<file path="config.mk">
export PLATFORM = sky130hd
export DESIGN_NAME = csi_motion_detector
export DESIGN_NICKNAME = d
export VERILOG_FILES = /design/src/rtl/core/csimd_pkg.sv /design/src/rtl/core/csi_motion_detector.sv
export SDC_FILE = /design/constraint.sdc
export NUM_CORES = 2
export LEC_CHECK = 0
export BUFFER_PORTS_ARGS = -buffer_cell sky130_fd_sc_hd__buf_2
export CAP_MARGIN = 10
export CORE_ASPECT_RATIO = 0.7
export CORE_UTILIZATION = 55
export DETAILED_ROUTE_END_ITERATION = 7
export GPL_ROUTABILITY_DRIVEN = 0
export PLACE_DENSITY = 0.71
export SYNTH_ARGS = -nofsm -noshare
export SYNTH_HDL_FRONTEND = slang
export SYNTH_SLANG_ARGS = --single-unit
export TNS_END_PERCENT = 10
</file>
<file path="constraint.sdc">
create_clock -name i_clk -period 10.6 [get_ports i_clk]
set_clock_uncertainty 0.15 [all_clocks]
set_input_delay 1.06 -clock i_clk [delete_from_list [all_inputs] [get_ports i_clk]]
set_output_delay 1.06 -clock i_clk [all_outputs]
set_load 0.005 [all_outputs]
</file>
<file path="src/rtl/core/csimd_pkg.sv">
package csimd_pkg;

    // Table depth and derived widths
    localparam int NUM_SUBCARRIERS = 64;
    localparam int IDX_W = (NUM_SUBCARRIERS > 1) ? $clog2(NUM_SUBCARRIERS) : 1;
    localparam int CNT_W = $clog2(NUM_SUBCARRIERS + 1);

    // Amplitude and packet sum
    localparam int AMP_W = 16;
    localparam int SUM_W = 24;
    localparam logic [SUM_W-1:0] SUM_MAX = {SUM_W{1'b1}};
    localparam int PROD_W = AMP_W + CNT_W;
    localparam int CMP_W = (PROD_W > SUM_W) ? PROD_W : SUM_W;

    // Averaging weights, out of 256
    localparam int AVG_W = 24;
    localparam logic [AVG_W-1:0] AVG_KEEP = 24'd230;
    localparam logic [AVG_W-1:0] AVG_TAKE = 24'd26;

    // Square root: 16-bit radicand, two bits per step
    localparam int SQ_W = 16;
    localparam int SQRT_STEPS = 16;
    localparam int STEP_W = $clog2(SQRT_STEPS);
    localparam int REM_W = 18;

    // Configuration port
    localparam int CFG_IDX_W = 8;
    localparam int CFG_DATA_W = 16;
    localparam logic [CFG_IDX_W-1:0] CFG_ENABLE = 8'd0;
    localparam logic [CFG_IDX_W-1:0] CFG_DIFF_THRESHOLD = 8'd1;
    localparam logic [CFG_IDX_W-1:0] CFG_VALID_FLOOR = 8'd2;
    localparam logic [CFG_IDX_W-1:0] CFG_HOLD_MS = 8'd3;

    localparam logic [CFG_DATA_W-1:0] RST_DIFF_THRESHOLD = 16'd307;
    localparam logic [CFG_DATA_W-1:0] RST_VALID_FLOOR = 16'd26;
    localparam logic [CFG_DATA_W-1:0] RST_HOLD_MS = 16'd2000;

    // Item kinds
    localparam logic OP_SAMPLE = 1'b0;
    localparam logic OP_TICK = 1'b1;

endpackage

</file>
<file path="src/rtl/core/csi_motion_detector.sv">
// Motion detector on channel-state amplitudes.
// Input channel (i_in_valid / o_in_ready): one item per transaction, either a
// subcarrier sample pair (op 0) or a millisecond tick (op 1).
// Output channel (o_out_valid / i_out_ready): exactly one result per input item,
// carrying the motion flag and the set / cleared strobes of that item.
// Config channel (i_cfg_valid / o_cfg_ready): always ready, one register write
// per transaction; write only while the block is idle.
// Steps: a sample in range runs 16 square-root steps in the shared two-bit root
// unit, then an accumulate and a hand-off; the table read overlaps the accept. A
// last pair adds the packet decision before the hand-off. A tick runs its hold
// check, then the hand-off; skipped pairs and items taken while disabled go
// straight to the hand-off, a skipped last pair through the packet decision.
// One item is in work at a time; a new item is taken the cycle after the result
// is loaded. The result sits in an output register, so a new item is taken
// while an earlier result still waits; if the receiver stalls, the block holds
// the next result until the register frees and accepts nothing more meanwhile.
// Reset clears the per-subcarrier averages (valid bits), the packet sum, the
// count, the motion flag and the detection time, and loads register defaults.
module csi_motion_detector (
    input  logic                                i_clk,
    input  logic                                i_rst_n,
    input  logic                                i_cfg_valid,
    output logic                                o_cfg_ready,
    input  logic [csimd_pkg::CFG_IDX_W-1:0]     i_cfg_index,
    input  logic [csimd_pkg::CFG_DATA_W-1:0]    i_cfg_data,
    input  logic                                i_in_valid,
    output logic                                o_in_ready,
    input  logic                                i_op,
    input  logic signed [7:0]                   i_imag_part,
    input  logic signed [7:0]                   i_real_part,
    input  logic                                i_first_pair,
    input  logic                                i_last_pair,
    input  logic                                i_invalid_pair,
    input  logic [31:0]                         i_now_ms,
    output logic                                o_out_valid,
    input  logic                                i_out_ready,
    output logic                                o_motion,
    output logic                                o_motion_set,
    output logic                                o_motion_cleared
);

    typedef enum logic [2:0] {
        ST_IDLE,
        ST_TICK,
        ST_SQRT,
        ST_ACCUM,
        ST_MUL,
        ST_CMP,
        ST_DONE
    } t_state;

    t_state r_state;

    // Configuration
    logic                               r_enable;
    logic [csimd_pkg::CFG_DATA_W-1:0]   r_thr;
    logic [csimd_pkg::CFG_DATA_W-1:0]   r_floor;
    logic [csimd_pkg::CFG_DATA_W-1:0]   r_hold;

    // Packet state; the subcarrier index and pair count always move together
    logic [csimd_pkg::SUM_W-1:0]        r_sum;
    logic [csimd_pkg::CNT_W-1:0]        r_cnt;
    logic                               r_motion;
    logic [31:0]                        r_detect;

    // Item in work
    logic                               r_last;
    logic [31:0]                        r_now;
    logic                               r_set;
    logic                               r_clr;

    // Root unit
    logic [csimd_pkg::SQ_W-1:0]         r_rad;
    logic [csimd_pkg::REM_W-1:0]        r_rem;
    logic [csimd_pkg::AMP_W-1:0]        r_root;
    logic [csimd_pkg::STEP_W-1:0]       r_step;

    logic [csimd_pkg::PROD_W-1:0]       r_prod;

    // Average table
    logic [csimd_pkg::AMP_W-1:0]        r_avg_mem [csimd_pkg::NUM_SUBCARRIERS];
    logic [csimd_pkg::NUM_SUBCARRIERS-1:0] r_avg_vld;
    logic [csimd_pkg::AMP_W-1:0]        r_rd_data;
    logic                               r_rd_vld;

    // Output register
    logic                               r_out_valid;
    logic                               r_out_motion;
    logic                               r_out_set;
    logic                               r_out_clr;

    // Combinational terms
    logic                               n_accept;
    logic [csimd_pkg::CNT_W-1:0]        n_cnt_base;
    logic                               n_in_range;
    logic                               n_do_pair;
    logic [csimd_pkg::IDX_W-1:0]        n_rd_idx;
    logic [csimd_pkg::IDX_W-1:0]        n_wr_idx;
    logic                               n_wr_en;
    logic signed [csimd_pkg::SQ_W-1:0]  n_im_ext;
    logic signed [csimd_pkg::SQ_W-1:0]  n_re_ext;
    logic [csimd_pkg::SQ_W-1:0]         n_sq;
    logic [csimd_pkg::REM_W+1:0]        n_rem_sh;
    logic [csimd_pkg::REM_W+1:0]        n_trial;
    logic                               n_take;
    logic [csimd_pkg::AMP_W-1:0]        n_avg;
    logic [csimd_pkg::AMP_W-1:0]        n_diff;
    logic [csimd_pkg::SUM_W:0]          n_sum_ext;
    logic [csimd_pkg::SUM_W-1:0]        n_sum_sat;
    logic [csimd_pkg::AVG_W-1:0]        n_avg_mix;
    logic [csimd_pkg::AMP_W-1:0]        n_avg_new;
    logic [31:0]                        n_elapsed;
    logic                               n_out_free;

    assign o_cfg_ready = 1'b1;
    assign o_in_ready  = (r_state == ST_IDLE);
    assign n_accept    = i_in_valid && o_in_ready;
    assign n_out_free  = !r_out_valid || i_out_ready;

    always_comb begin
        n_cnt_base = i_first_pair ? '0 : r_cnt;
        n_in_range = n_cnt_base < csimd_pkg::CNT_W'(csimd_pkg::NUM_SUBCARRIERS);
        n_do_pair  = n_accept && r_enable && (i_op == csimd_pkg::OP_SAMPLE)
                     && !i_invalid_pair && n_in_range;
        n_rd_idx   = n_cnt_base[csimd_pkg::IDX_W-1:0];
        n_wr_idx   = r_cnt[csimd_pkg::IDX_W-1:0];
        n_wr_en    = (r_state == ST_ACCUM);

        // 8x8 squares, summed; at most 2 * 128^2
        n_im_ext = csimd_pkg::SQ_W'(i_imag_part);
        n_re_ext = csimd_pkg::SQ_W'(i_real_part);
        n_sq     = n_im_ext * n_im_ext + n_re_ext * n_re_ext;

        // One restoring root step
        n_rem_sh = {r_rem, r_rad[csimd_pkg::SQ_W-1 -: 2]};
        n_trial  = {2'b00, r_root, 2'b01};
        n_take   = n_rem_sh >= n_trial;

        n_avg     = r_rd_vld ? r_rd_data : '0;
        n_diff    = (r_root > n_avg) ? (r_root - n_avg) : (n_avg - r_root);
        n_sum_ext = {1'b0, r_sum} + (csimd_pkg::SUM_W + 1)'(n_diff);
        n_sum_sat = n_sum_ext[csimd_pkg::SUM_W] ? csimd_pkg::SUM_MAX
                                                 : n_sum_ext[csimd_pkg::SUM_W-1:0];
        n_avg_mix = csimd_pkg::AVG_W'(n_avg) * csimd_pkg::AVG_KEEP
                  + csimd_pkg::AVG_W'(r_root) * csimd_pkg::AVG_TAKE;
        n_avg_new = n_avg_mix[csimd_pkg::AVG_W-1 -: csimd_pkg::AMP_W];

        n_elapsed = r_now - r_detect;
    end

    // Average table: one read, one write port
    always_ff @(posedge i_clk) begin
        if (n_do_pair) begin
            r_rd_data <= r_avg_mem[n_rd_idx];
        end
        if (n_wr_en) begin
            r_avg_mem[n_wr_idx] <= n_avg_new;
        end
    end

    always_ff @(posedge i_clk) begin
        if (!i_rst_n) begin
            r_avg_vld <= '0;
            r_rd_vld  <= 1'b0;
        end else begin
            if (n_do_pair) begin
                r_rd_vld <= r_avg_vld[n_rd_idx];
            end
            if (n_wr_en) begin
                r_avg_vld[n_wr_idx] <= 1'b1;
            end
        end
    end

    always_ff @(posedge i_clk) begin
        if (!i_rst_n) begin
            r_state      <= ST_IDLE;
            r_enable     <= 1'b0;
            r_thr        <= csimd_pkg::RST_DIFF_THRESHOLD;
            r_floor      <= csimd_pkg::RST_VALID_FLOOR;
            r_hold       <= csimd_pkg::RST_HOLD_MS;
            r_sum        <= '0;
            r_cnt        <= '0;
            r_motion     <= 1'b0;
            r_detect     <= '0;
            r_set        <= 1'b0;
            r_clr        <= 1'b0;
            r_step       <= '0;
            r_out_valid  <= 1'b0;
            r_out_motion <= 1'b0;
            r_out_set    <= 1'b0;
            r_out_clr    <= 1'b0;
        end else begin
            if (i_cfg_valid) begin
                case (i_cfg_index)
                    csimd_pkg::CFG_ENABLE:         r_enable <= i_cfg_data[0];
                    csimd_pkg::CFG_DIFF_THRESHOLD: r_thr    <= i_cfg_data;
                    csimd_pkg::CFG_VALID_FLOOR:    r_floor  <= i_cfg_data;
                    csimd_pkg::CFG_HOLD_MS:        r_hold   <= i_cfg_data;
                    default: ;
                endcase
            end

            // in ST_DONE the hand-off below owns the output register
            if (r_out_valid && i_out_ready && (r_state != ST_DONE)) begin
                r_out_valid <= 1'b0;
            end

            case (r_state)
                ST_IDLE: begin
                    if (n_accept) begin
                        r_last <= i_last_pair;
                        r_now  <= i_now_ms;
                        r_set  <= 1'b0;
                        r_clr  <= 1'b0;
                        if (!r_enable) begin
                            r_state <= ST_DONE;
                        end else if (i_op == csimd_pkg::OP_TICK) begin
                            r_state <= ST_TICK;
                        end else begin
                            if (i_first_pair) begin
                                r_sum <= '0;
                                r_cnt <= '0;
                            end
                            if (!i_invalid_pair && n_in_range) begin
                                r_rad   <= n_sq;
                                r_rem   <= '0;
                                r_root  <= '0;
                                r_step  <= csimd_pkg::STEP_W'(csimd_pkg::SQRT_STEPS - 1);
                                r_state <= ST_SQRT;
                            end else if (i_last_pair) begin
                                r_state <= ST_MUL;
                            end else begin
                                r_state <= ST_DONE;
                            end
                        end
                    end
                end
                ST_TICK: begin
                    if (r_motion && (n_elapsed > 32'(r_hold))) begin
                        r_motion <= 1'b0;
                        r_clr    <= 1'b1;
                    end
                    r_state <= ST_DONE;
                end
                ST_SQRT: begin
                    r_rad  <= {r_rad[csimd_pkg::SQ_W-3:0], 2'b00};
                    r_rem  <= n_take ? csimd_pkg::REM_W'(n_rem_sh - n_trial)
                                     : csimd_pkg::REM_W'(n_rem_sh);
                    r_root <= {r_root[csimd_pkg::AMP_W-2:0], n_take};
                    r_step <= r_step - csimd_pkg::STEP_W'(1);
                    if (r_step == '0) begin
                        r_state <= ST_ACCUM;
                    end
                end
                ST_ACCUM: begin
                    if (n_avg > r_floor) begin
                        r_sum <= n_sum_sat;
                    end
                    r_cnt   <= r_cnt + csimd_pkg::CNT_W'(1);
                    r_state <= r_last ? ST_MUL : ST_DONE;
                end
                ST_MUL: begin
                    r_prod  <= csimd_pkg::PROD_W'(r_thr) * csimd_pkg::PROD_W'(r_cnt);
                    r_state <= ST_CMP;
                end
                ST_CMP: begin
                    if ((r_cnt != '0) && (csimd_pkg::CMP_W'(r_sum) > csimd_pkg::CMP_W'(r_prod)))
                    begin
                        r_motion <= 1'b1;
                        r_detect <= r_now;
                        r_set    <= 1'b1;
                    end
                    // a last mark always restarts the packet
                    r_sum   <= '0;
                    r_cnt   <= '0;
                    r_state <= ST_DONE;
                end
                ST_DONE: begin
                    if (n_out_free) begin
                        r_out_valid  <= 1'b1;
                        r_out_motion <= r_motion;
                        r_out_set    <= r_set;
                        r_out_clr    <= r_clr;
                        r_state      <= ST_IDLE;
                    end
                end
                default: begin
                    r_state <= ST_IDLE;
                end
            endcase
        end
    end

    assign o_out_valid      = r_out_valid;
    assign o_motion         = r_out_motion;
    assign o_motion_set     = r_out_set;
    assign o_motion_cleared = r_out_clr;

`ifndef SYNTHESIS
    a_cnt_bound: assert property (@(posedge i_clk) disable iff (!i_rst_n)
        r_cnt <= csimd_pkg::CNT_W'(csimd_pkg::NUM_SUBCARRIERS))
        else $error("pair count beyond table depth");

    a_set_has_motion: assert property (@(posedge i_clk) disable iff (!i_rst_n)
        o_out_valid && o_motion_set |-> o_motion && !o_motion_cleared)
        else $error("motion declared but flag low");

    a_clr_no_motion: assert property (@(posedge i_clk) disable iff (!i_rst_n)
        o_out_valid && o_motion_cleared |-> !o_motion)
        else $error("motion cleared but flag high");

    a_result_waits: assert property (@(posedge i_clk) disable iff (!i_rst_n)
        r_state == ST_DONE && r_out_valid && !i_out_ready |=> r_state == ST_DONE)
        else $error("result overwritten while receiver stalls");
`endif

endmodule
</file>
Word-level counts from Yosys, hierarchy flattened:

Memories as Yosys holds them, arrays and structs flattened. A register that Yosys moved wholly into a read port is not among the register bits.
Cells that the tools add are included.
Widths: inputs -> output; s select.

* reductions and logical operators: 40
* $mul: 5
* order comparisons: 9
* eq/ne operators: 20
* mux-type cells: 60
* bitwise logic cells: 2
* add/subtract/negate cells: 9

Operators with widths (count)
* $mux 16: 10
* $mux 24: 6
* $mux 18: 5
* $pmux 24 s3: 1
* $or 64x64->64: 1
* $pmux 16 s2: 2
* $pmux 18 s2: 1
* $gt 16x16->1: 2
* $gt 32x16->1: 1
* $mul 8x8->16: 2
* $sub 16x16->16: 2
* $sub 32x32->32: 1
* $mux 7: 4
* $add 24x16->25: 1
* $add 24x21->24: 1
* $gt 24x23->1: 1
* $mul 16x7->23: 1
* $mul 16x7->23 const B: 1
* $pmux 7 s3: 1
* $ge 20x18->1: 1
* $mul 16x4->20 const B: 1
* $mux 3: 6
* $pmux 3 s6: 1
* $sub 18x18->18: 1
* 37 further kinds: 91

* input bits: 81
* RAM bits: 1024
* memories: 1
* output and inout bits: 6
* logic and storage cells: 170
* flip-flop bits (word level): 297

Memory list
* r_avg_mem: words 64, width 16, read ports 1, clocked after memory_dff 1, write ports 1, line csi_motion_detector.sv:81 `logic [csimd_pkg::AMP_W-1:0] r_avg_mem [csimd_pkg::NUM_SUBCARRIERS];`

Logic depth before layout (Yosys ltp):

* depth after elaboration: 8
* depth in mapped cells: 36
* gate-level depth less buffers: 33

Worst setup path after synthesis:

OpenSTA, ideal clock, no wires.

* kind: register to register
* start point: register r_rd_vld
* end point: memory r_avg_mem[0][15] (netlist name), data pin
* data required time: 9.883 ns
* period minus slack after synthesis: 8.737 ns
* setup time: 0.567 ns
* buffers on the path: 4
* stages on the path, launching flop included: 35
* slack: 1.863 ns
* arrival: 8.020 ns
* cells stage by stage: dfxtp_1 buf_4 buf_2 clkbuf_1 clkbuf_1 and2_1 ha_1 xnor2_1 ha_1 a21o_1 ha_1 inv_1 fa_1 inv_1 ha_1 o21a_1 nor2_1 nor2b_1 a21oi_1 nor2b_1 o31ai_1 a21boi_0 ha_1 inv_1 o21ai_0 a21o_1 a21o_1 a21oi_1 a21boi_1 o21a_1 o21a_1 o21a_1 o21ai_1 nor2_1 xnor2_1

* longest elaborated chain between the ends: 3

RTL lines
* start: declaration: line csi_motion_detector.sv:84 `logic r_rd_vld;`
* start signal: assignment: line csi_motion_detector.sv:167 `r_rd_vld <= r_avg_vld[n_rd_idx];`
* $mux 16: line csi_motion_detector.sv:139 `n_avg = r_rd_vld ? r_rd_data : '0;`
* $mul 16x7->23: line csi_motion_detector.sv:144 `n_avg_mix = csimd_pkg::AVG_W'(n_avg) * csimd_pkg::AVG_KEEP`
* $add 24x21->24: line csi_motion_detector.sv:145 `+ csimd_pkg::AVG_W'(r_root) * csimd_pkg::AVG_TAKE;`
* via n_avg_mix (one bit): line csi_motion_detector.sv:110 `logic [csimd_pkg::AVG_W-1:0] n_avg_mix;`
* end: declaration: line csi_motion_detector.sv:81

The timed path passes the listed nets, and every way through them passes these cells.

Worst setup path after layout:

* start point: register r_rd_vld
* end point: memory r_avg_mem[13][15] (netlist name), data pin

Same word-level chain as after synthesis.

==> results.md <==
* Reg-to-reg critical path startpoint: r_rd_vld$_SDFFE_PN0P_
* Seq/Total Area, Yosys at 55.26%
* Sw power at 5539 uW
* Dpl hpwl at 111.7 mm
* Global route overflow at 0
* Clk sinks at 1337
* Maximum vdd drop at 0.4926 mV
* Ant. Diodes at 0
* Worst Path Max Fanout at 64
* Unrepaired setup endpoints after global routing: no
* Post-CTS repair timing setup buffer count at 0
* R2R Setup Slk at 2450 ps
* Commonest non-fill, non-tap cell in the layout: edfxtp_1
* Critical Path RT at 10910 ps
* CTS clk-pin slew, worst paths at 60 ps
* Io pins at 87
* Min cycle time layout at 8151 ps
* Post-Syn Instances at 5328
* Critical Path End Type: register
* Pwr per Cell Area at 220.7 mW/mm^2
* Die W at 425.9 microns
* Worst R2R End: r_avg_mem[13][15]$_DFFE_PP_
* Via density at 6.154
* Sw Share at 33.06%
* Setup TNS at 0 ps
* Largest net degree at the start of global routing at 108
* Buf/Inv on CP at 6
* Main synth FF type: edfxtp_1
* Final setup viols at 0
* YS warnings at 0
* Max-slew violation count at 0
* Min-delay src: r_clr$_SDFFE_PN0P_
* Routed via count at 44050
* Final ANT Viol Nets at 0
* Clock Power Share at 26.1%
* PortBufs at 85
* Post-synth top area cell: edfxtp_1
* DRT iter0 DRCs at 5104
* Int Pwr at 11210 uW
* Static leakage at 0.02846 uW
* Core area at 0.1243 sq mm
* Number of synthesized flops with an enable pin at 1146
* CTS H-tree lvls at 3
* Startpoint Class: register
* Register-to-Register Path Depth at 32
* Clock Root Buffer: clkbuf_16
* Hold Buf Count CTS at 0
* Mapped cell area at 0.06919 sq mm
* Syn Area/Cell at 12.99 sq um
* Final total power at 16750 uW
* Vias in the first global route at 43090
* Hold Path Sink: r_clr$_SDFFE_PN0P_
* Standard-cell rows at 108
* DRT Wirelength at 173.0 mm
* Tightest Pin Transition at 1153 ps
* CTS tree: done
* Number of cells after detailed placement at 6937
* Class of the worst hold path: reg -> reg
* Kind of critical path: reg -> reg
* Post-synth top area share at 49.74%
* Max-Slew Margin vs Limit at 22.90%
* Register share of total power at 43.0%
* Drt drc at 0
* Peak Freq at 122.7 MHz
* Count of cell types in the netlist at 88
* Layout net count at 6056
* Max cap viols at 0
* Final std cells w/o fill at 7158
* Skew-Pair Late Insertion Delay at 760 ps
* TritonCTS Buffers at 117
* Final period utilization at 76.90%
* DR pass1 iterations at 6
* Die Span Y at 298.8 microns
* Drt wl/cell at 24.17 microns
* Top area cells in the synthesized netlist: edfxtp_1 50%, mux4_2 6.6%, fa_1 6.6%
* WP data arrival at 8460 ps
* Area of the multi-input gates at 0.02850 sq mm
* Initial antenna violation count at 5
* Register bit total from synthesis at 1337
* Status: complete, no violations
* Logic pwr share at 30.9%
* Area grow syn2layout at 9.723%
* GRT Util Overall at 27.43%
* Area of the die at 0.1272 sq mm
* CTS max path bufs at 3
* CP max stage cell: buf_4
* Syn_nets at 5977
* Worst hold path depth at 2
* Fillers at 9374
* Resized cells post-CTS at 0
* First-pass GRT wire length at 263.8 mm
* Most frequent cells in the layout: 1146 x edfxtp_1, 473 x inv_1, 376 x nor2_1, 347 x a21oi_1, 341 x ha_1
* Crit-path leading delay family: compound AO/OA/AOI/OAI gates
* Initial core utilization at 55.66%
* Crit-path max cell delay at 520 ps
* Async SR Flop Fraction at 0%
* Layout cell share with drive strength beyond 1 at 12.29%
* Register Area at 0.03824 sq mm
* Final hold viol count at 0
[per-layer routing]
layer | vias to the layer above | global-route usage (%) | share of wire (%)
li1 | 19510 | - | -
met1 | 22110 | 41.61 | 43
met2 | 2159 | 39.65 | 43
met3 | 272 | 7.522 | 12
met4 | 0 | 5.709 | 2.1
met5 | - | 0 | 0
[worst max-delay path by stage]
stage / endpoint / depth (start not counted) / from
floorplan: r_avg_mem[0][15]$_DFFE_PP_ / 34 / r_rd_vld$_SDFFE_PN0P_
global placement: r_avg_mem[56][15]$_DFFE_PP_ / 32 / r_rd_vld$_SDFFE_PN0P_
detailed placement: r_avg_mem[4][15]$_DFFE_PP_ / 33 / r_rd_vld$_SDFFE_PN0P_
CTS: r_avg_mem[13][15]$_DFFE_PP_ / 32 / r_rd_vld$_SDFFE_PN0P_
global route: r_avg_mem[13][15]$_DFFE_PP_ / 32 / r_rd_vld$_SDFFE_PN0P_
finish: r_avg_mem[13][15]$_DFFE_PP_ / 32 / r_rd_vld$_SDFFE_PN0P_
[tightest hold or removal path: stages (launching register included)]
cell and delay [ps]:
dfxtp_1 310, inv_1 50, a21oi_1 50
[synthesized netlist by cell type (52+ instances only)]
| library cell | count |
|---|---|
| a21o_1 | 71 |
| a21oi_1 | 347 |
| a22oi_1 | 52 |
| and2_1 | 83 |
| clkbuf_1 | 182 |
| dfxtp_1 | 191 |
| edfxtp_1 | 1146 |
| fa_1 | 227 |
| ha_1 | 341 |
| inv_1 | 473 |
| mux2i_1 | 190 |
| mux4_2 | 204 |
| nand2_1 | 338 |
| nor2_1 | 410 |
| nor2b_1 | 52 |
| o21ai_0 | 285 |
| xnor2_1 | 128 |
| xor2_1 | 52 |
[cells by family after synthesis]
| group | count (synthesis) | synth area share, % |
|---|---|---|
| mux | 403 | 9.552 |
| xor+xnor | 180 | 2.279 |
| other cells | 1 | 0.005420 |
| fa+ha+maj | 574 | 12.82 |
| flops | 1337 | 55.26 |
| buf+inv | 725 | 4.020 |
| compound gates | 1016 | 8.924 |
| simple gates | 1092 | 7.134 |
[layout make-up]
type	instances	share of cell area (%)
clock buffers	150	4.114
clock inverters	70	1.010
inverters	477	2.367
multi-input cells	3266	37.55
flip-flops and latches	1337	50.38
well taps	1650	2.719
repair buffers	208	1.869
[sequential cells by signal, indices dropped and copies added, names as in the netlist, 18 cells and up]
register and flops:
r_now 32, r_rem 18, r_prod 23, r_sum 24, r_avg_vld 64, r_avg_mem 1024, r_detect 32
[power groups by stage]
stage          Sequential (uW)  Combinational [uW]  Clock, uW
6_report                  7210                5170       4370
5_1_grt                   7220                5800       4600
4_1_cts                   7210                5170       4420
3_5_place_dp              7320                5150          0
3_3_place_gp              7320                4950          0
2_1_floorplan             7350                3370          0
[stage by stage]
| stage | hold WS [ps] | util [%] | instance area (sq um) | setup slack, ps |
|---|---|---|---|---|
| global placement | 288.1 | 57.92 | 72000 | 2761 |
| finish | 299.3 | 61.07 | 75920 | 2449 |
| floorplan | 270.9 | - | 69190 | 1863 |
| detailed placement | 294.9 | 57.92 | 72000 | 2595 |
| CTS | 282.3 | 61.04 | 75890 | 2553 |
| global route | 293.7 | 61.07 | 75920 | 1979 |
No activity file was read; power rests on OpenSTA's default activity.
